### config.mk
export PLATFORM = sky130hd
export DESIGN_NAME = taus88_rng_with_gauss_draw_unit
export DESIGN_NICKNAME = d
export VERILOG_FILES = /design/src/sv/taus_pkg.sv /design/src/sv/taus_divu.sv /design/src/sv/taus88_rng_with_gauss_draw_unit.sv
export SDC_FILE = /design/constraint.sdc
export NUM_CORES = 2
export LEC_CHECK = 0
export ABC_AREA = 0
export BUFFER_PORTS_ARGS = -buffer_cell sky130_fd_sc_hd__buf_2
export CORE_UTILIZATION = 25
export CTS_CLUSTER_SIZE = 25
export DETAILED_ROUTE_END_ITERATION = 8
export GPL_TIMING_DRIVEN = 1
export PLACE_DENSITY = 0.38
export REMOVE_ABC_BUFFERS = 1
export SLEW_MARGIN = 30
export SYNTH_ARGS = -nofsm -noshare
export SYNTH_HDL_FRONTEND = slang
export SYNTH_SLANG_ARGS = --single-unit
### constraint.sdc
create_clock -name clock -period 13.6 [get_ports clock]
set_input_delay 0.68 -clock clock [delete_from_list [all_inputs] [get_ports clock]]
set_output_delay 0.68 -clock clock [all_outputs]
set_load 0.05 [all_outputs]
### src/sv/taus_pkg.sv
// Shared package for the taus88 generator and bucket draw unit.
// Holds action codes, register indexes, seeding constants and the generator step function.
// No dependencies.
`default_nettype none
package taus_pkg;
   localparam logic [1:0] ACT_DRAW  = 2'd0;
   localparam logic [1:0] ACT_SEED  = 2'd1;
   localparam logic [1:0] ACT_BELL  = 2'd2;

   localparam logic [0:0] REG_RANGE  = 1'b0;
   localparam logic [0:0] REG_SPREAD = 1'b1;

   localparam logic [31:0] SEED_MULT  = 32'd69069;
   localparam logic [31:0] SEED_START = 32'd53;
   localparam logic [31:0] MASK_ONE   = 32'd4294967294;
   localparam logic [31:0] MASK_TWO   = 32'd4294967288;
   localparam logic [31:0] MASK_THREE = 32'd4294967280;
   localparam logic [31:0] MIN_ONE    = 32'd1;
   localparam logic [31:0] MIN_TWO    = 32'd7;
   localparam logic [31:0] MIN_THREE  = 32'd15;

   typedef struct packed {
      logic [31:0] one;
      logic [31:0] two;
      logic [31:0] three;
   } words_type;

   function automatic words_type taus_step(input words_type w);
      words_type n;
      n.one   = ((w.one & MASK_ONE) << 12) ^ (((w.one << 13) ^ w.one) >> 19);
      n.two   = ((w.two & MASK_TWO) << 4) ^ (((w.two << 2) ^ w.two) >> 25);
      n.three = ((w.three & MASK_THREE) << 17) ^ (((w.three << 3) ^ w.three) >> 11);
      return n;
   endfunction

   function automatic logic [31:0] floor_fix(input logic [31:0] v, input logic [31:0] m);
      return (v < m) ? v + m : v;
   endfunction
endpackage
`default_nettype wire

### src/sv/taus_divu.sv
// Shared restoring divider: 64-bit dividend by 33-bit divisor, one bit per cycle.
// Produces the remainder; depends on nothing else.
`default_nettype none
module taus_divu (
   input  wire logic        clock,
   input  wire logic        reset,
   input  wire logic        start,
   input  wire logic [63:0] dividend,
   input  wire logic [32:0] divisor,
   output logic             done,
   output logic [32:0]      remainder
);
   logic [63:0] quo_ff, quo_in;
   logic [32:0] rem_ff, rem_in;
   logic [32:0] dsr_ff, dsr_in;
   logic [6:0]  cnt_ff, cnt_in;
   logic        busy_ff, busy_in;
   logic        done_ff, done_in;
   logic [33:0] shifted;
   logic [33:0] diff;

   assign shifted = {rem_ff, quo_ff[63]};
   assign diff    = shifted - {1'b0, dsr_ff};

   always_comb begin
      quo_in  = quo_ff;
      rem_in  = rem_ff;
      dsr_in  = dsr_ff;
      cnt_in  = cnt_ff;
      busy_in = busy_ff;
      done_in = 1'b0;
      if (start) begin
         quo_in  = dividend;
         rem_in  = '0;
         dsr_in  = divisor;
         cnt_in  = 7'd64;
         busy_in = 1'b1;
      end else if (busy_ff) begin
         if (!diff[33]) begin
            rem_in = diff[32:0];
            quo_in = {quo_ff[62:0], 1'b1};
         end else begin
            rem_in = shifted[32:0];
            quo_in = {quo_ff[62:0], 1'b0};
         end
         cnt_in = cnt_ff - 7'd1;
         if (cnt_ff == 7'd1) begin
            busy_in = 1'b0;
            done_in = 1'b1;
         end
      end
   end

   always_ff @(posedge clock) begin
      if (reset) begin
         busy_ff <= 1'b0;
         done_ff <= 1'b0;
         cnt_ff  <= '0;
      end else begin
         busy_ff <= busy_in;
         done_ff <= done_in;
         cnt_ff  <= cnt_in;
      end
      quo_ff <= quo_in;
      rem_ff <= rem_in;
      dsr_ff <= dsr_in;
   end

   assign done      = done_ff;
   assign remainder = rem_ff;
endmodule
`default_nettype wire

### src/sv/taus88_rng_with_gauss_draw_unit.sv
// Raw draw or unused action: the result is registered in the cycle after accept; a waiting
// result stalls input. Reseed: three seeding states, then WARMUP_STEPS steps, then a zero result.
// Bell draw: SUM_DRAWS summed draws, each reduced on the shared divider, then the average, with
// spread a deviation halved until it fits, then the final modulo (skipped if the range is 0).
// Reset is synchronous: it reloads the register defaults and reseeds with seed one,
// with the input stalled until the warm-up ends.
`default_nettype none
module taus88_rng_with_gauss_draw_unit
   import taus_pkg::*;
#(
   parameter int SUM_DRAWS    = 12,
   parameter int WARMUP_STEPS = 6
) (
   input  wire logic        clock,
   input  wire logic        reset,
   input  wire logic        req_valid,
   output logic             req_stall,
   input  wire logic [1:0]  req_action,
   input  wire logic [31:0] req_seed_value,
   output logic             rsp_valid,
   input  wire logic        rsp_stall,
   output logic [31:0]      rsp_value,
   input  wire logic        csr_write,
   input  wire logic [0:0]  csr_index,
   input  wire logic [31:0] csr_data
);
   localparam int CW = $clog2(SUM_DRAWS + WARMUP_STEPS + 2);
   // average by reciprocal multiply, exact for 25-bit inputs and divisors up to 64
   localparam logic [31:0] RCP_MULT = 32'((64'd2147483648 + 64'(SUM_DRAWS) - 64'd1)
                                          / 64'(SUM_DRAWS));
   localparam logic [24:0] RCP_DIV  = 25'(SUM_DRAWS);

   localparam logic [3:0] S_IDLE  = 4'd0;
   localparam logic [3:0] S_SEED1 = 4'd1;
   localparam logic [3:0] S_SEED2 = 4'd2;
   localparam logic [3:0] S_SEED3 = 4'd3;
   localparam logic [3:0] S_WARM  = 4'd4;
   localparam logic [3:0] S_SUMD  = 4'd5;
   localparam logic [3:0] S_SUMW  = 4'd6;
   localparam logic [3:0] S_AVGW  = 4'd7;
   localparam logic [3:0] S_MUL   = 4'd8;
   localparam logic [3:0] S_HALF  = 4'd9;
   localparam logic [3:0] S_MODW  = 4'd10;
   localparam logic [3:0] S_OUT   = 4'd11;
   localparam logic [3:0] S_AVGS  = 4'd12;
   localparam logic [3:0] S_MODS  = 4'd13;
   localparam logic [3:0] S_AVGL  = 4'd14;

   words_type   w_ff, w_in;
   logic [3:0]  st_ff, st_in;
   logic [CW-1:0] cnt_ff, cnt_in;
   logic [31:0] seed_ff, seed_in;
   logic [31:0] range_ff;
   logic [30:0] spread_ff;
   logic [63:0] acc_ff, acc_in;
   logic [63:0] dev_ff, dev_in;
   logic [31:0] rnd_ff, rnd_in;
   logic        ov_ff, ov_in;
   logic [31:0] ov_data_ff, ov_data_in;
   logic        rst_seed_ff, rst_seed_in;
   logic [18:0] qhi_ff, qhi_in;
   logic [5:0]  rpart_ff, rpart_in;

   words_type   w_next;
   logic [31:0] draw;
   logic [31:0] mul_src;
   logic [31:0] mul_lo;
   logic [62:0] scaled;
   logic [63:0] trial;
   logic [24:0] rcp_src;
   logic [55:0] rcp_prod;
   logic [24:0] rcp_q;
   logic [24:0] rcp_qd;
   logic [24:0] rcp_r;

   logic        div_start;
   logic [63:0] div_dividend;
   logic [32:0] div_divisor;
   logic        div_done;
   logic [32:0] div_rem;

   taus_divu u_div (
      .clock     (clock),
      .reset     (reset),
      .start     (div_start),
      .dividend  (div_dividend),
      .divisor   (div_divisor),
      .done      (div_done),
      .remainder (div_rem)
   );

   assign w_next = taus_step(w_ff);
   assign draw   = w_next.one ^ w_next.two ^ w_next.three;
   assign mul_lo = mul_src * SEED_MULT;
   assign scaled = {32'd0, spread_ff} * {31'd0, rnd_ff};
   assign trial  = acc_ff + dev_ff;

   // two-digit long division by SUM_DRAWS: high 19 bits, then remainder with low 19 bits
   assign rcp_src  = (st_ff == S_AVGL) ? {rpart_ff, acc_ff[18:0]} : {6'd0, acc_ff[37:19]};
   assign rcp_prod = {31'd0, rcp_src} * {24'd0, RCP_MULT};
   assign rcp_q    = rcp_prod[55:31];
   assign rcp_qd   = rcp_q * RCP_DIV;
   assign rcp_r    = rcp_src - rcp_qd;

   always_comb begin
      mul_src = SEED_START;
      case (st_ff)
         S_SEED2: mul_src = w_ff.one;
         S_SEED3: mul_src = w_ff.two;
         default: mul_src = SEED_START;
      endcase
   end

   assign req_stall = (st_ff != S_IDLE) || ov_ff;

   always_comb begin
      w_in         = w_ff;
      st_in        = st_ff;
      cnt_in       = cnt_ff;
      seed_in      = seed_ff;
      acc_in       = acc_ff;
      dev_in       = dev_ff;
      rnd_in       = rnd_ff;
      ov_in        = ov_ff;
      ov_data_in   = ov_data_ff;
      rst_seed_in  = rst_seed_ff;
      qhi_in       = qhi_ff;
      rpart_in     = rpart_ff;
      div_start    = 1'b0;
      div_dividend = acc_ff;
      div_divisor  = {1'b0, range_ff} + 33'd1;

      if (ov_ff && !rsp_stall)
         ov_in = 1'b0;

      case (st_ff)
         S_IDLE: begin
            if (req_valid && !ov_ff) begin
               case (req_action)
                  ACT_DRAW: begin
                     w_in       = w_next;
                     ov_in      = 1'b1;
                     ov_data_in = draw;
                  end
                  ACT_SEED: begin
                     seed_in = req_seed_value;
                     st_in   = S_SEED1;
                  end
                  ACT_BELL: begin
                     acc_in = '0;
                     cnt_in = CW'(SUM_DRAWS);
                     st_in  = S_SUMD;
                  end
                  default: begin
                     ov_in      = 1'b1;
                     ov_data_in = '0;
                  end
               endcase
            end
         end
         S_SEED1: begin
            w_in.one = floor_fix(mul_lo ^ seed_ff, MIN_ONE);
            st_in    = S_SEED2;
         end
         S_SEED2: begin
            w_in.two = floor_fix(mul_lo ^ seed_ff, MIN_TWO);
            st_in    = S_SEED3;
         end
         S_SEED3: begin
            w_in.three = floor_fix(mul_lo ^ seed_ff, MIN_THREE);
            cnt_in     = CW'(WARMUP_STEPS);
            st_in      = S_WARM;
         end
         S_WARM: begin
            if (cnt_ff == '0) begin
               st_in = S_IDLE;
               if (rst_seed_ff)
                  rst_seed_in = 1'b0;
               else begin
                  ov_in      = 1'b1;
                  ov_data_in = '0;
               end
            end else begin
               w_in   = w_next;
               cnt_in = cnt_ff - CW'(1);
            end
         end
         S_SUMD: begin
            w_in         = w_next;
            div_start    = 1'b1;
            div_dividend = {32'd0, draw};
            st_in        = S_SUMW;
         end
         S_SUMW: begin
            if (div_done) begin
               acc_in = acc_ff + {31'd0, div_rem};
               cnt_in = cnt_ff - CW'(1);
               st_in  = (cnt_ff == CW'(1)) ? S_AVGS : S_SUMD;
            end
         end
         S_AVGS: begin
            acc_in = acc_ff + 64'(SUM_DRAWS - 1);
            st_in  = S_AVGW;
         end
         S_AVGW: begin
            qhi_in   = rcp_q[18:0];
            rpart_in = rcp_r[5:0];
            st_in    = S_AVGL;
         end
         S_AVGL: begin
            acc_in = {26'd0, qhi_ff, rcp_q[18:0]};
            if (spread_ff != '0) begin
               w_in   = w_next;
               rnd_in = draw;
               st_in  = S_MUL;
            end else
               st_in = S_MODS;
         end
         S_MUL: begin
            dev_in = {33'd0, scaled[62:32]} - {34'd0, spread_ff[30:1]};
            st_in  = S_HALF;
         end
         S_HALF: begin
            // halve toward zero until the deviation is zero or the sum drops below the range
            if (dev_ff != '0 && trial >= {32'd0, range_ff})
               dev_in = $signed(dev_ff) / 64'sd2;
            else begin
               acc_in = trial;
               st_in  = S_MODS;
            end
         end
         S_MODS: begin
            if (range_ff == '0) begin
               ov_in      = 1'b1;
               ov_data_in = '0;
               st_in      = S_IDLE;
            end else begin
               div_start   = 1'b1;
               div_divisor = {1'b0, range_ff};
               st_in       = S_MODW;
            end
         end
         S_MODW: begin
            div_divisor = {1'b0, range_ff};
            if (div_done) begin
               ov_in      = 1'b1;
               ov_data_in = div_rem[31:0];
               st_in      = S_IDLE;
            end
         end
         default: st_in = S_IDLE;
      endcase
   end

   always_ff @(posedge clock) begin
      if (reset) begin
         st_ff       <= S_SEED1;
         seed_ff     <= 32'd1;
         ov_ff       <= 1'b0;
         rst_seed_ff <= 1'b1;
         range_ff    <= 32'd1;
         spread_ff   <= '0;
         cnt_ff      <= '0;
      end else begin
         st_ff       <= st_in;
         seed_ff     <= seed_in;
         ov_ff       <= ov_in;
         rst_seed_ff <= rst_seed_in;
         cnt_ff      <= cnt_in;
         if (csr_write) begin
            if (csr_index == REG_RANGE)
               range_ff <= csr_data;
            else if (csr_index == REG_SPREAD)
               spread_ff <= csr_data[30:0];
         end
      end
      w_ff       <= w_in;
      acc_ff     <= acc_in;
      dev_ff     <= dev_in;
      rnd_ff     <= rnd_in;
      ov_data_ff <= ov_data_in;
      qhi_ff     <= qhi_in;
      rpart_ff   <= rpart_in;
   end

   assign rsp_valid = ov_ff;
   assign rsp_value = ov_data_ff;
endmodule
`default_nettype wire

==> run summary <==
run status: finished with violations
failing checks: DRC
antenna violations before repair: 29
pin count of the biggest net entering global routing: 97
post-DP HPWL: 251,000 um
number of global-route vias before repair: 67,800
Gates resized, CTS repair: 0
mapped cell area: 83,700 um2
cts-stage hold buffer count: 0
Syn Inst Count: 9,218
final worst slack: 2.01 ns
Seq cells post-synth: 554
# DRC: 2
Post-synth EDFFs: 406
routing usage on met3: 1.76%
cell mode on critical path: fa_1
Rows: 212
setup bufs post-CTS: 0
Setup violations, final: 0
num ports: 106
RePlAce Congestion: 0.887
TritonCTS clock tree: done
die height: 581 um
Post-Route WL: 307,000 um
grt met1 use: 26.3%
grt ovf: 0
global-route wire length before repair: 460,000 um
Slew Limit Fails: 0
FFs w/ async S/R, synth: 0%
setup_tns: 0 ns
post-route cell area: 92,300 um2
Worst Setup Start Kind: register
deepest clock path buffer count: 3
fraction of layout cells with a size suffix above 1: 5.11%
Top FF cell, synth: edfxtp_1
critical path class: reg -> reg
busiest grt layer: met2
fmax: 86.3 MHz
worst slack at placement: 1.79 ns
crit-path max cell delay: 0.78 ns
port bufs: 105
area of placed instances: 89,500 um2
DIE AREA: 337,000 um2
die width: 581 um
Worst Path Arrival: 12.13 ns
fin crit share: 85.2%
number of unique standard cell types used by synthesis: 97
Clock transition at path regs: 0.06 ns
DRT iter0 DRCs: 4,305
syn avg cell area: 9.08 um2
root buf cell: clkbuf_16
Pre-antenna DRT Iters: 9
# clock sinks: 554
initial core utilization: 25.1%
# fillers: 35,400
gr usage total: 18.2%
Nets: 11,200
worst slew pin tran: 1.04 ns
Max-Cap Viols: 0
clock latency on the worst-skew pair: 0.74 ns
Synth-to-Final Area Change: 10.3%
H-tree Lvls: 3
DR WL/cell: 22.6 um
register area share after synthesis: 18.1%
crit path time final: 11.59 ns
Num CTS Buffers: 77
CP required: 14.14 ns
slowest CP cell: dfxtp_1
Final ANT Viol Nets: 0
Hold Path Class: in -> reg
GR Util met2: 29.3%
Max Clock Skew: 0.0819 ns
vias per inst: 4.73
core footprint: 333,000 um2
RSZ-0062 raised after global routing: false
vias post-DR: 64,200
CP max FO: 33
yosys warns: 0
Fin. Hold Viols: 0
CP endpoint kind: register
FF/Latch Area: 15,200 um2
area of the multi-input gates: 61,200 um2
Slew HR: 29.9%
[worst max-delay path: cells and delay by family, from the launching register on]
family	cells	cell delay [ns]
AO/OA/AOI/OAI	16	4.33
XOR/XNOR	1	0.16
adder cells (fa/ha/maj)	10	4.72
buffers and inverters	6	0.69
flip-flops	1	0.78
AND/OR/NAND/NOR	4	0.69
[synthesized netlist by cell type (14+ instances only)]
cell | number | area [um2]
o21ai_0 | 357 | 1790
o21a_1 | 51 | 383
a221o_1 | 38 | 380
nor3_1 | 78 | 390
nand3_1 | 129 | 646
and4_1 | 20 | 175
a211oi_1 | 40 | 300
nor2b_1 | 64 | 400
o31ai_1 | 17 | 128
o211ai_1 | 46 | 345
a22o_1 | 53 | 464
o22ai_1 | 26 | 163
a22oi_1 | 44 | 330
nand4_1 | 87 | 544
nand2_1 | 1191 | 4470
o21bai_1 | 29 | 218
fa_1 | 1193 | 23900
xnor2_1 | 311 | 2720
a211o_1 | 14 | 123
nand2b_1 | 36 | 225
a31oi_1 | 34 | 213
inv_1 | 1610 | 6040
and3_1 | 64 | 400
xor2_1 | 171 | 1500
a21o_1 | 126 | 946
or3_1 | 29 | 181
ha_1 | 815 | 10200
clkbuf_1 | 399 | 1500
and2_1 | 538 | 3370
nor4_1 | 43 | 269
dfxtp_1 | 148 | 2960
edfxtp_1 | 406 | 12200
nor2_1 | 283 | 1060
mux2i_1 | 58 | 581
a21oi_1 | 435 | 2180
[sequential cells by signal (all words and copies together), names as in the netlist]
signal	count
u_div.dsr_ff	33
rsp_value	32
u_div.done	1
u_div.remainder	33
w_ff	92
rsp_valid	1
u_div.quo_ff	64
rst_seed_ff	1
qhi_ff	19
dev_ff	64
seed_ff	32
rnd_ff	32
acc_ff	64
range_ff	32
spread_ff	31
u_div.cnt_ff	7
u_div.busy_ff	1
rpart_ff	6
cnt_ff	5
st_ff	4
[per-stage QoR]
| stage | hold slack (ns) | std cells | util (%) |
|---|---|---|---|
| finish | 0.165 | 13600 | 27.7 |
| global route | 0.144 | 13600 | 27.7 |
| CTS | 0.103 | 13600 | 27.7 |
| detailed placement | 0.465 | 13400 | 26.9 |
| global placement | 0.453 | 13400 | 26.8 |
| floorplan | 0.436 | 8793 | - |
[routing by layer]
metal	vias to the layer above	part of all wire [%]
met5	-	0.0055
met4	2	2.0
met3	250	4.5
met2	1457	46
met1	32900	48
li1	29700	-
[layout by cell type, fill, tap and decap left out, drive strengths merged, types with 283 or more instances in the layout]
cell    count
a21oi     435
and2      539
edfxtp    406
fa       1193
ha        815
inv      1613
nand2    1191
nor2      283
o21ai     362
xnor2     311
[path summary, 6_finish.rpt]
check / from / endpoint / slack (ns) / cells past startpoint
worst max register to register: spread_ff[11] / dev_ff[60] / 2.01 / 37
worst min register to register: rst_seed_ff / rst_seed_ff / 0.47 / 2
worst max-delay path: spread_ff[11] / dev_ff[60] / 2.01 / 37
worst min-delay path: rsp_stall / rsp_valid / 0.17 / 3
[logic make-up (layout without fill, tap and decap cells)]
kind of cell | Yosys count | count (layout) | synth area share (%)
multiplexers | 61 | 61 | 0.734
adder cells (fa/ha/maj) | 2008 | 2008 | 40.7
AO/OA/AOI/OAI | 1457 | 1457 | 11.1
AND/OR/NAND/NOR | 2619 | 2619 | 15.1
XOR/XNOR | 484 | 484 | 5.10
buffers and inverters | 2035 | 2002 | 9.16
other | 0 | 12 | 0
flip-flops | 554 | 554 | 18.1
[cell type report]
| type | count | area share (%) |
|---|---|---|
| Tap cell | 4387 | 5.95 |
| Sequential cell | 554 | 16.4 |
| Timing Repair Buffer | 253 | 1.83 |
| Clock inverter | 47 | 0.797 |
| Antenna cell | 12 | 0.0325 |
| Clock buffer | 92 | 2.18 |
| Inverter | 1610 | 6.55 |
| Multi-Input combinational cell | 6629 | 66.2 |
Power is not shown: default switching activity piles up to over one toggle a cycle in this logic, so the estimate is an artifact.
